==> config.mk <==
export PLATFORM = sky130hd
export DESIGN_NAME = hci_uart_packet_reassembler
export DESIGN_NICKNAME = d
export VERILOG_FILES = /design/src/hw/rtl/hcipr_pkg.sv /design/src/hw/rtl/hcipr_front.sv /design/src/hw/rtl/hcipr_queue.sv /design/src/hw/rtl/hcipr_back.sv /design/src/hw/rtl/hci_uart_packet_reassembler.sv
export SDC_FILE = /design/constraint.sdc
export NUM_CORES = 1
export LEC_CHECK = 0
export ABC_AREA = 1
export BUFFER_PORTS_ARGS = -buffer_cell sky130_fd_sc_hd__buf_2
export CELL_PAD_IN_SITES_DETAIL_PLACEMENT = 0
export CELL_PAD_IN_SITES_GLOBAL_PLACEMENT = 2
export CORE_MARGIN = 2
export CORE_UTILIZATION = 42
export CTS_BUF_LIST = sky130_fd_sc_hd__clkbuf_4 sky130_fd_sc_hd__clkbuf_8
export DETAILED_ROUTE_END_ITERATION = 16
export PLACE_DENSITY_LB_ADDON = 0.08
export REMOVE_ABC_BUFFERS = 1
export SYNTH_ARGS = -nofsm -noshare
export SYNTH_HDL_FRONTEND = slang
export SYNTH_SLANG_ARGS = --single-unit
==> constraint.sdc <==
create_clock -name i_clk -period 10.4 [get_ports i_clk]
set_input_delay 0.52 -clock i_clk [delete_from_list [all_inputs] [get_ports i_clk]]
set_output_delay 0.52 -clock i_clk [all_outputs]
set_load 0.005 [all_outputs]
==> src/hw/rtl/hcipr_pkg.sv <==
// Package for the H4 packet reassembler: payload structs, codes and constants.
// No dependencies; every other RTL file of the block imports it.
package hcipr_pkg;

    localparam int QUEUE_DEPTH = 4;
    localparam int QPTR_W      = $clog2(QUEUE_DEPTH);
    localparam int LEN_W       = 17;

    localparam logic [7:0] IND_EVENT = 8'h04;
    localparam logic [7:0] IND_ACL   = 8'h02;
    localparam logic [7:0] IND_SCO   = 8'h03;

    localparam logic [1:0] TYPE_EVENT = 2'd0;
    localparam logic [1:0] TYPE_ACL   = 2'd1;
    localparam logic [1:0] TYPE_SCO   = 2'd2;

    localparam logic [1:0] KIND_BYTE     = 2'd0;
    localparam logic [1:0] KIND_UNKNOWN  = 2'd1;
    localparam logic [1:0] KIND_TOO_LONG = 2'd2;

    localparam logic [1:0] REG_EVENT_MAX = 2'd0;
    localparam logic [1:0] REG_ACL_MAX   = 2'd1;
    localparam logic [1:0] REG_SCO_MAX   = 2'd2;

    localparam logic [8:0]       EVENT_MAX_RST = 9'd258;
    localparam logic [LEN_W-1:0] ACL_MAX_RST   = 17'd65540;
    localparam logic [8:0]       SCO_MAX_RST   = 9'd259;

    typedef enum logic [1:0] {
        PH_INDICATOR,
        PH_HEADER,
        PH_PAYLOAD,
        PH_DISCARD
    } t_phase;

    typedef struct packed {
        logic [7:0] data_byte;
        logic       chunk_last;
    } t_in_word;

    typedef struct packed {
        logic [1:0] result_kind;
        logic [1:0] pkt_type;
        logic [7:0] out_byte;
        logic       packet_last;
    } t_out_word;

    typedef struct packed {
        logic [8:0]       event_max;
        logic [LEN_W-1:0] acl_max;
        logic [8:0]       sco_max;
    } t_cfg;

    // One queue entry: up to four result words from a single input word.
    typedef struct packed {
        logic [1:0]       cnt_m1;
        logic [1:0]       kind;
        logic [1:0]       ptype;
        logic [3:0][7:0]  bytes;
        logic             last;
    } t_cmd;

    typedef struct packed {
        logic full;
        logic empty;
    } t_q_status;

endpackage

==> src/hw/rtl/hcipr_front.sv <==
// Front end: accepts input words, tracks packet phase and header bytes,
// and pushes result commands. Depends on hcipr_pkg.
module hcipr_front import hcipr_pkg::*; (
    input  logic      i_clk,
    input  logic      i_rst_n,
    input  logic      i_valid,
    input  t_in_word  i_data,
    input  t_cfg      i_cfg,
    input  t_q_status i_qstat,
    output logic      o_push,
    output t_cmd      o_cmd
);

    t_phase           r_phase, n_phase;
    logic [1:0]       r_type, n_type;
    logic [LEN_W-1:0] r_taken, n_taken;
    logic [LEN_W-1:0] r_expected, n_expected;
    logic [3:0][7:0]  r_hs;

    logic             w_acc;
    logic [7:0]       w_b;
    logic             w_ind_ok;
    logic [1:0]       w_ind_type;
    logic [1:0]       w_hidx;
    logic [1:0]       w_final_idx;
    logic             w_hdr_done;
    logic [LEN_W-1:0] w_len;
    logic [LEN_W-1:0] w_hl;
    logic [LEN_W-1:0] w_max;
    logic             w_too_long;
    logic             w_no_payload;
    logic [LEN_W-1:0] w_taken_inc;
    logic             w_pay_last;
    logic [3:0][7:0]  w_hdr_bytes;

    assign w_acc       = i_valid && !i_qstat.full;
    assign w_b         = i_data.data_byte;
    assign w_hidx      = r_taken[1:0] - 2'd1;
    assign w_taken_inc = r_taken + 17'd1;
    assign w_pay_last  = w_taken_inc >= r_expected;

    always_comb begin
        w_ind_ok   = 1'b1;
        w_ind_type = TYPE_EVENT;
        unique case (w_b)
            IND_EVENT: w_ind_type = TYPE_EVENT;
            IND_ACL:   w_ind_type = TYPE_ACL;
            IND_SCO:   w_ind_type = TYPE_SCO;
            default:   w_ind_ok   = 1'b0;
        endcase
    end

    always_comb begin
        unique case (r_type)
            TYPE_EVENT: begin
                w_final_idx = 2'd1;
                w_hl        = 17'd3;
                w_len       = {9'd0, w_b} + 17'd3;
                w_max       = {8'd0, i_cfg.event_max};
            end
            TYPE_ACL: begin
                w_final_idx = 2'd3;
                w_hl        = 17'd5;
                w_len       = {1'b0, w_b, r_hs[2]} + 17'd5;
                w_max       = i_cfg.acl_max;
            end
            default: begin
                w_final_idx = 2'd2;
                w_hl        = 17'd4;
                w_len       = {9'd0, w_b} + 17'd4;
                w_max       = {8'd0, i_cfg.sco_max};
            end
        endcase
    end

    assign w_hdr_done   = w_hidx == w_final_idx;
    assign w_too_long   = w_len > w_max;
    assign w_no_payload = w_len == w_hl;

    always_comb begin
        for (int k = 0; k < 4; k++) begin
            w_hdr_bytes[k] = (w_hidx == 2'(k)) ? w_b : r_hs[k];
        end
    end

    // next phase
    always_comb begin
        n_phase = r_phase;
        unique case (r_phase)
            PH_INDICATOR: begin
                if (w_acc) begin
                    if (w_ind_ok) n_phase = PH_HEADER;
                    else n_phase = i_data.chunk_last ? PH_INDICATOR : PH_DISCARD;
                end
            end
            PH_HEADER: begin
                if (w_acc && w_hdr_done) begin
                    if (w_too_long) n_phase = i_data.chunk_last ? PH_INDICATOR : PH_DISCARD;
                    else if (w_no_payload) n_phase = PH_INDICATOR;
                    else n_phase = PH_PAYLOAD;
                end
            end
            PH_PAYLOAD: begin
                if (w_acc && w_pay_last) n_phase = PH_INDICATOR;
            end
            PH_DISCARD: begin
                if (w_acc && i_data.chunk_last) n_phase = PH_INDICATOR;
            end
            default: n_phase = PH_INDICATOR;
        endcase
    end

    // datapath and queue push
    always_comb begin
        n_type       = r_type;
        n_taken      = r_taken;
        n_expected   = r_expected;
        o_push       = 1'b0;
        o_cmd.cnt_m1 = 2'd0;
        o_cmd.kind   = KIND_BYTE;
        o_cmd.ptype  = r_type;
        o_cmd.bytes  = '0;
        o_cmd.last   = 1'b0;
        unique case (r_phase)
            PH_INDICATOR: begin
                n_taken    = 17'd1;
                n_expected = '0;
                if (w_acc) begin
                    if (w_ind_ok) begin
                        n_type = w_ind_type;
                    end else begin
                        o_push      = 1'b1;
                        o_cmd.kind  = KIND_UNKNOWN;
                        o_cmd.ptype = TYPE_EVENT;
                    end
                end
            end
            PH_HEADER: begin
                if (w_acc) begin
                    n_taken = w_taken_inc;
                    if (w_hdr_done) begin
                        o_push = 1'b1;
                        if (w_too_long) begin
                            o_cmd.kind = KIND_TOO_LONG;
                            n_taken    = 17'd1;
                        end else begin
                            o_cmd.cnt_m1 = w_final_idx;
                            o_cmd.bytes  = w_hdr_bytes;
                            o_cmd.last   = w_no_payload;
                            n_expected   = w_no_payload ? '0 : w_len;
                            if (w_no_payload) n_taken = 17'd1;
                        end
                    end
                end
            end
            PH_PAYLOAD: begin
                if (w_acc) begin
                    o_push         = 1'b1;
                    o_cmd.bytes[0] = w_b;
                    o_cmd.last     = w_pay_last;
                    n_taken        = w_pay_last ? 17'd1 : w_taken_inc;
                    if (w_pay_last) n_expected = '0;
                end
            end
            default: begin
                n_taken    = 17'd1;
                n_expected = '0;
            end
        endcase
    end

    always_ff @(posedge i_clk) begin
        if (!i_rst_n) begin
            r_phase    <= PH_INDICATOR;
            r_type     <= TYPE_EVENT;
            r_taken    <= 17'd1;
            r_expected <= '0;
        end else begin
            r_phase    <= n_phase;
            r_type     <= n_type;
            r_taken    <= n_taken;
            r_expected <= n_expected;
        end
    end

    always_ff @(posedge i_clk) begin
        if (w_acc && r_phase == PH_HEADER) begin
            r_hs[w_hidx] <= w_b;
        end
    end

endmodule

==> src/hw/rtl/hcipr_queue.sv <==
// Four-entry command queue between front and back end.
// Depends on hcipr_pkg.
module hcipr_queue import hcipr_pkg::*; (
    input  logic      i_clk,
    input  logic      i_rst_n,
    input  logic      i_push,
    input  t_cmd      i_cmd,
    input  logic      i_pop,
    output t_cmd      o_head,
    output t_q_status o_stat
);

    t_cmd              r_mem [QUEUE_DEPTH];
    logic [QPTR_W-1:0] r_wp, r_rp;
    logic [QPTR_W:0]   r_cnt;
    logic              w_do_push, w_do_pop;

    assign o_stat.full  = r_cnt == (QPTR_W + 1)'(QUEUE_DEPTH);
    assign o_stat.empty = r_cnt == '0;
    assign w_do_push    = i_push && !o_stat.full;
    assign w_do_pop     = i_pop && !o_stat.empty;
    assign o_head       = r_mem[r_rp];

    always_ff @(posedge i_clk) begin
        if (!i_rst_n) begin
            r_wp  <= '0;
            r_rp  <= '0;
            r_cnt <= '0;
        end else begin
            if (w_do_push) r_wp <= r_wp + 1'b1;
            if (w_do_pop) r_rp <= r_rp + 1'b1;
            r_cnt <= r_cnt + (QPTR_W + 1)'(w_do_push) - (QPTR_W + 1)'(w_do_pop);
        end
    end

    always_ff @(posedge i_clk) begin
        if (w_do_push) r_mem[r_wp] <= i_cmd;
    end

endmodule

==> src/hw/rtl/hcipr_back.sv <==
// Back end: expands queued commands into result words, one per cycle
// while not stalled, into the output register. Depends on hcipr_pkg.
module hcipr_back import hcipr_pkg::*; (
    input  logic      i_clk,
    input  logic      i_rst_n,
    input  t_cmd      i_head,
    input  t_q_status i_qstat,
    output logic      o_pop,
    output logic      o_valid,
    input  logic      i_stall,
    output t_out_word o_data
);

    logic      r_valid;
    t_out_word r_data;
    logic [1:0] r_idx;
    logic      w_free;
    logic      w_take;
    logic      w_final;
    t_out_word w_item;

    assign w_free  = !r_valid || !i_stall;
    assign w_take  = w_free && !i_qstat.empty;
    assign w_final = r_idx == i_head.cnt_m1;
    assign o_pop   = w_take && w_final;
    assign o_valid = r_valid;
    assign o_data  = r_data;

    always_comb begin
        w_item.result_kind = i_head.kind;
        w_item.pkt_type    = i_head.ptype;
        w_item.out_byte    = i_head.bytes[r_idx];
        w_item.packet_last = w_final && i_head.last;
    end

    always_ff @(posedge i_clk) begin
        if (!i_rst_n) begin
            r_valid <= 1'b0;
            r_idx   <= '0;
        end else if (w_free) begin
            r_valid <= !i_qstat.empty;
            if (w_take) r_idx <= w_final ? 2'd0 : r_idx + 2'd1;
        end
    end

    always_ff @(posedge i_clk) begin
        if (w_take) r_data <= w_item;
    end

endmodule

==> src/hw/rtl/hci_uart_packet_reassembler.sv <==
// Top level of the H4 packet reassembler: config registers, front end,
// command queue and back end. Depends on hcipr_pkg and the hcipr_* modules.
//
//  channel  direction  handshake                 payload
//  in       input      i_in_valid / o_in_stall   i_in_data  (t_in_word)
//  out      output     o_out_valid / i_out_stall o_out_data (t_out_word)
//  cfg      input      i_cfg_valid / o_cfg_ready i_cfg_index, i_cfg_data
//
// One input word per cycle while the queue is not full; a payload word is written into the
// queue, then into the output register.
// A completed header gives 2 to 4 words, one error word if too long; the back end drains
// one a cycle while unstalled, so the four-entry queue sets when the input stalls.
// Synchronous active-low reset; config registers return to their maxima.
// Input stalls only while the queue is full; output stall backs up the queue.
module hci_uart_packet_reassembler import hcipr_pkg::*; (
    input  logic             i_clk,
    input  logic             i_rst_n,
    input  logic             i_in_valid,
    output logic             o_in_stall,
    input  t_in_word         i_in_data,
    output logic             o_out_valid,
    input  logic             i_out_stall,
    output t_out_word        o_out_data,
    input  logic             i_cfg_valid,
    output logic             o_cfg_ready,
    input  logic [1:0]       i_cfg_index,
    input  logic [LEN_W-1:0] i_cfg_data
);

    t_cfg      r_cfg;
    t_q_status w_qstat;
    t_cmd      w_cmd, w_head;
    logic      w_push, w_pop;

    assign o_cfg_ready = 1'b1;
    assign o_in_stall  = w_qstat.full;

    always_ff @(posedge i_clk) begin
        if (!i_rst_n) begin
            r_cfg.event_max <= EVENT_MAX_RST;
            r_cfg.acl_max   <= ACL_MAX_RST;
            r_cfg.sco_max   <= SCO_MAX_RST;
        end else if (i_cfg_valid) begin
            unique case (i_cfg_index)
                REG_EVENT_MAX: r_cfg.event_max <= i_cfg_data[8:0];
                REG_ACL_MAX:   r_cfg.acl_max   <= i_cfg_data;
                REG_SCO_MAX:   r_cfg.sco_max   <= i_cfg_data[8:0];
                default:       ;
            endcase
        end
    end

    hcipr_front u_front (
        .i_clk   (i_clk),
        .i_rst_n (i_rst_n),
        .i_valid (i_in_valid),
        .i_data  (i_in_data),
        .i_cfg   (r_cfg),
        .i_qstat (w_qstat),
        .o_push  (w_push),
        .o_cmd   (w_cmd)
    );

    hcipr_queue u_queue (
        .i_clk   (i_clk),
        .i_rst_n (i_rst_n),
        .i_push  (w_push),
        .i_cmd   (w_cmd),
        .i_pop   (w_pop),
        .o_head  (w_head),
        .o_stat  (w_qstat)
    );

    hcipr_back u_back (
        .i_clk   (i_clk),
        .i_rst_n (i_rst_n),
        .i_head  (w_head),
        .i_qstat (w_qstat),
        .o_pop   (w_pop),
        .o_valid (o_out_valid),
        .i_stall (i_out_stall),
        .o_data  (o_out_data)
    );

`ifndef NO_ASSERTIONS
    a_no_push_full: assert property (@(posedge i_clk) disable iff (!i_rst_n)
        !(w_push && w_qstat.full))
        else $error("command pushed into full queue");

    a_error_word_clean: assert property (@(posedge i_clk) disable iff (!i_rst_n)
        (o_out_valid && o_out_data.result_kind != KIND_BYTE) |->
        (!o_out_data.packet_last && o_out_data.out_byte == 8'd0))
        else $error("error word carries byte or last flag");

    a_pop_nonempty: assert property (@(posedge i_clk) disable iff (!i_rst_n)
        w_pop |-> !w_qstat.empty)
        else $error("pop from empty queue");
`endif

endmodule

==> key figures <==
Global routing
  – Gr ovfl total: 0
  – Number of global-route vias before repair: 10,200
  – Largest net degree at the start of global routing: 80
  – Antenna violations before repair: 0
  – Total Routing Usage GR: 20.89%
  – First-pass GRT wire length: 55.91 mm

Timing
  – Final period utilization: 42.25%
  – RSZ-0062 raised after global routing: no
  – Max Fclk: 227.6 MHz
  – Clk_skew: 0.02274 ns
  – Fin Hold WS: 0.1713 ns
  – Final Slew Violations: 0
  – Setup TNS: 0 ns
  – Hold Violations, Final: 0
  – Minimum clock period: 4.394 ns
  – Final setup margin: 6.006 ns
  – Slew HR: 29.09%
  – Worst slew pin tran: 1.056 ns
  – Final setup violation count: 0

CTS
  – CTS tree: done
  – Post-CTS setup buffers: 0
  – Clock Tree Buf Depth: 3
  – Num CTS Buffers: 48
  – CTS clock-pin slew for the worst setup and hold paths: 0.06 ns
  – Clock Sinks: 286
  – Post-CTS Hold Buffers: 0
  – Clk Latency, worst-skew pair: 0.57 ns
  – Htree depth: 2
  – Post-CTS resize count: 0
  – Root buf cell: clkbuf_8

Placed design
  – Placer Congestion: 0.8240
  – Pre-CTS setup slack: 6.028 ns
  – Placed wire-length estimate: 23.06 mm
  – Port bufs: 47

Logic synthesis
  – Async set or reset register ratio after synthesis: 0%
  – Cell variety after synth: 49
  – Post-synth EDFFs: 201
  – Largest cells by area after synthesis: edfxtp_1 43%, dfxtp_1 12%, nor2_1 6.5%, nand2_1 6.0%, ha_1 5.0%
  – Post-Syn Area: 0.01394 mm2
  – Sequential share of the synthesized area: 55.52%
  – YS warnings: 0
  – Ys flop type: edfxtp_1
  – Syn Inst Count: 1,497
  – Area share of the largest cell type after synthesis: 43.31%
  – Mapped Avg Cell Area: 9.309 um2
  – Synth area leader: edfxtp_1
  – Yosys reg bits: 286

Job
  – Max Cap Viol: 0

Worst setup path
  – CP endpoint kind: flip-flop
  – Worst Setup Start Kind: flip-flop
  – Reg2Reg Depth: 16
  – Reg2reg end: u_queue.r_mem[2][18]
  – WP data arrival: 4.65 ns
  – R2r startpoint: u_front.r_type[1]
  – Most common cell on crit path: nand2_1
  – Req. time, crit path: 10.66 ns
  – CP Max Fanout: 30
  – Max stage delay on crit path: 0.94 ns
  – Worst path cell trace: inv_4 -> nand2_4 -> inv_4 -> nand3_2 -> nand2_1 -> inv_1 -> ha_1 -> a21oi_1 -> or2_2 -> a21boi_0 -> o21ai_0 -> nand3_1 -> nand2_1 -> nand2_1 -> buf_4 -> a211oi_1
  – WS Path Type: reg2reg
  – Slowest cell on crit path: dfxtp_1
  – FF-to-FF setup slack: 6.01 ns

Pwr
  – P_leak: 6.069 nW
  – PwrDens: 224.4 mW/mm2
  – Worst VDD drop: 0.1325 mV

Drt
  – DRC: 0
  – Average vias per placed instance: 5.182
  – WL final: 35.33 mm
  – TritonRoute pass-1 iters: 5
  – Vias after detailed routing: 10,450
  – Drt first-iter violations: 594
  – Avg WL per Cell: 17.52 um
  – Post-route ant nets: 0

Floorplan
  – Top Ports: 49
  – Cell Rows: 66
  – Core Region: 0.03262 mm2
  – Die height: 186.2 um
  – Initial Utilization: 42.72%
  – DIE WIDTH: 186.2 um
  – Die ar.: 0.03465 mm2

Cells and area
  – Layout cell share with drive strength beyond 1: 12.06%
  – Fill count: 3,216
  – Final Net Count: 1,630
  – Commonest non-fill, non-tap cell in the layout: nor2_1
  – Area growth syn-to-layout: 11.09%
  – Diodes inserted: 0
  – Most frequent cells in the layout: 236 x nor2_1, 224 x nand2_1, 201 x edfxtp_1

Run status
  – Status: complete, no violations

Hold path
  – Hold Crit Start: i_cfg_data[16]
  – Hold path cells: 3
  – Worst min path class: in2reg
  – Worst Hold End: r_cfg[25]
sequential cells by signal, summed over array words and instances (netlist names), named ones only:
| signal | count |
|---|---|
| u_front.r_taken | 17 |
| u_queue.r_rp | 2 |
| u_queue.r_wp | 2 |
| u_front.r_phase | 2 |
| r_cfg | 35 |
| u_back.o_valid | 1 |
| u_back.r_idx | 2 |
| u_back.o_data | 13 |
| u_front.r_expected | 17 |
| u_front.r_hs | 32 |
| u_front.r_type | 2 |
| u_queue.r_mem | 156 |
| u_queue.r_cnt | 3 |
synthesized netlist by cell type, types with 10 or more instances:
cell / count
a211oi_1: 24
a21oi_1: 68
a21oi_2: 11
buf_2: 10
clkbuf_1: 51
dfxtp_1: 85
edfxtp_1: 201
ha_1: 56
inv_1: 144
nand2_1: 224
nand2_2: 16
nand3_1: 65
nand4_1: 20
nor2_1: 240
nor3_1: 13
o211ai_1: 18
o21ai_0: 125
o221ai_1: 27
o22ai_1: 19
xor2_1: 15
critical path: cells and delay by family (launching register included):
kind | cells | cell delay (ns)
buffers and inverters | 4 | 0.73
DFF | 1 | 0.94
adders and majority gates | 1 | 0.24
AOI/OAI and AO/OA | 4 | 1.03
and+or+nand+nor | 7 | 1.11
worst max-delay path by stage:
stage	from	end	slack (ns)	cells past startpoint
floorplan	flip-flop	u_queue.r_cnt[2]	5.97	13
global route	u_front.r_taken[0]	u_front.r_expected[0]	5.58	19
global placement	u_front.r_type[1]	u_queue.r_mem[1][18]	6.06	16
CTS	u_front.r_type[1]	u_queue.r_mem[1][18]	6.04	15
finish	u_front.r_type[1]	u_queue.r_mem[2][18]	6.01	16
detailed placement	u_front.r_type[1]	u_queue.r_mem[1][1]	6.03	17
metal layers:
metal | vias up | part of all wire [%] | track usage (%)
li1 | 5219 | - | -
met1 | 4973 | 46 | 27.85
met2 | 214 | 48 | 35.79
met3 | 47 | 3.8 | 2.998
met4 | 0 | 1.8 | 5.512
met5 | - | 0 | 0
metrics by stage:
| step | cell area, um2 | utilization [%] | power (mW) | cells |
|---|---|---|---|---|
| floorplan | 13640 | - | 2.188 | 1430 |
| global placement | 14560 | 44.65 | 2.558 | 1932 |
| CTS | 15480 | 47.46 | 3.526 | 2017 |
| global route | 15480 | 47.46 | 3.715 | 2017 |
| finish | 15480 | 47.46 | 3.474 | 2017 |
| detailed placement | 14560 | 44.65 | 2.560 | 1932 |
cells by family (layout without fill, tap and decap cells):
kind of cell	after synthesis	after routing	synth area share (%)
other	1	1	0.02691
XOR/XNOR	18	18	1.131
buffers and inverters	222	300	6.339
flip-flops	286	286	55.52
AO/OA/AOI/OAI	306	306	13.13
adder cells (fa/ha/maj)	57	57	5.171
AND/OR/NAND/NOR	607	607	18.68
cell type report:
class	instances	area (um2)	area share (%)
inverter	155	589.3	3.807
clock buffer	68	835.8	5.399
timing repair buffer	60	332.8	2.150
tap	442	553.0	3.572
clock inverter	17	81.33	0.5253
multi-input combinational	989	5350	34.56
sequential	286	7739	49.99
power by group:
group          switching [mW]  internal, mW  total [mW]
clock                   0.441         0.517       0.958
sequential             0.0661          1.44        1.51
combinational           0.728         0.283        1.01
total                    1.23          2.24        3.47
(Power assumes the default switching activity.)
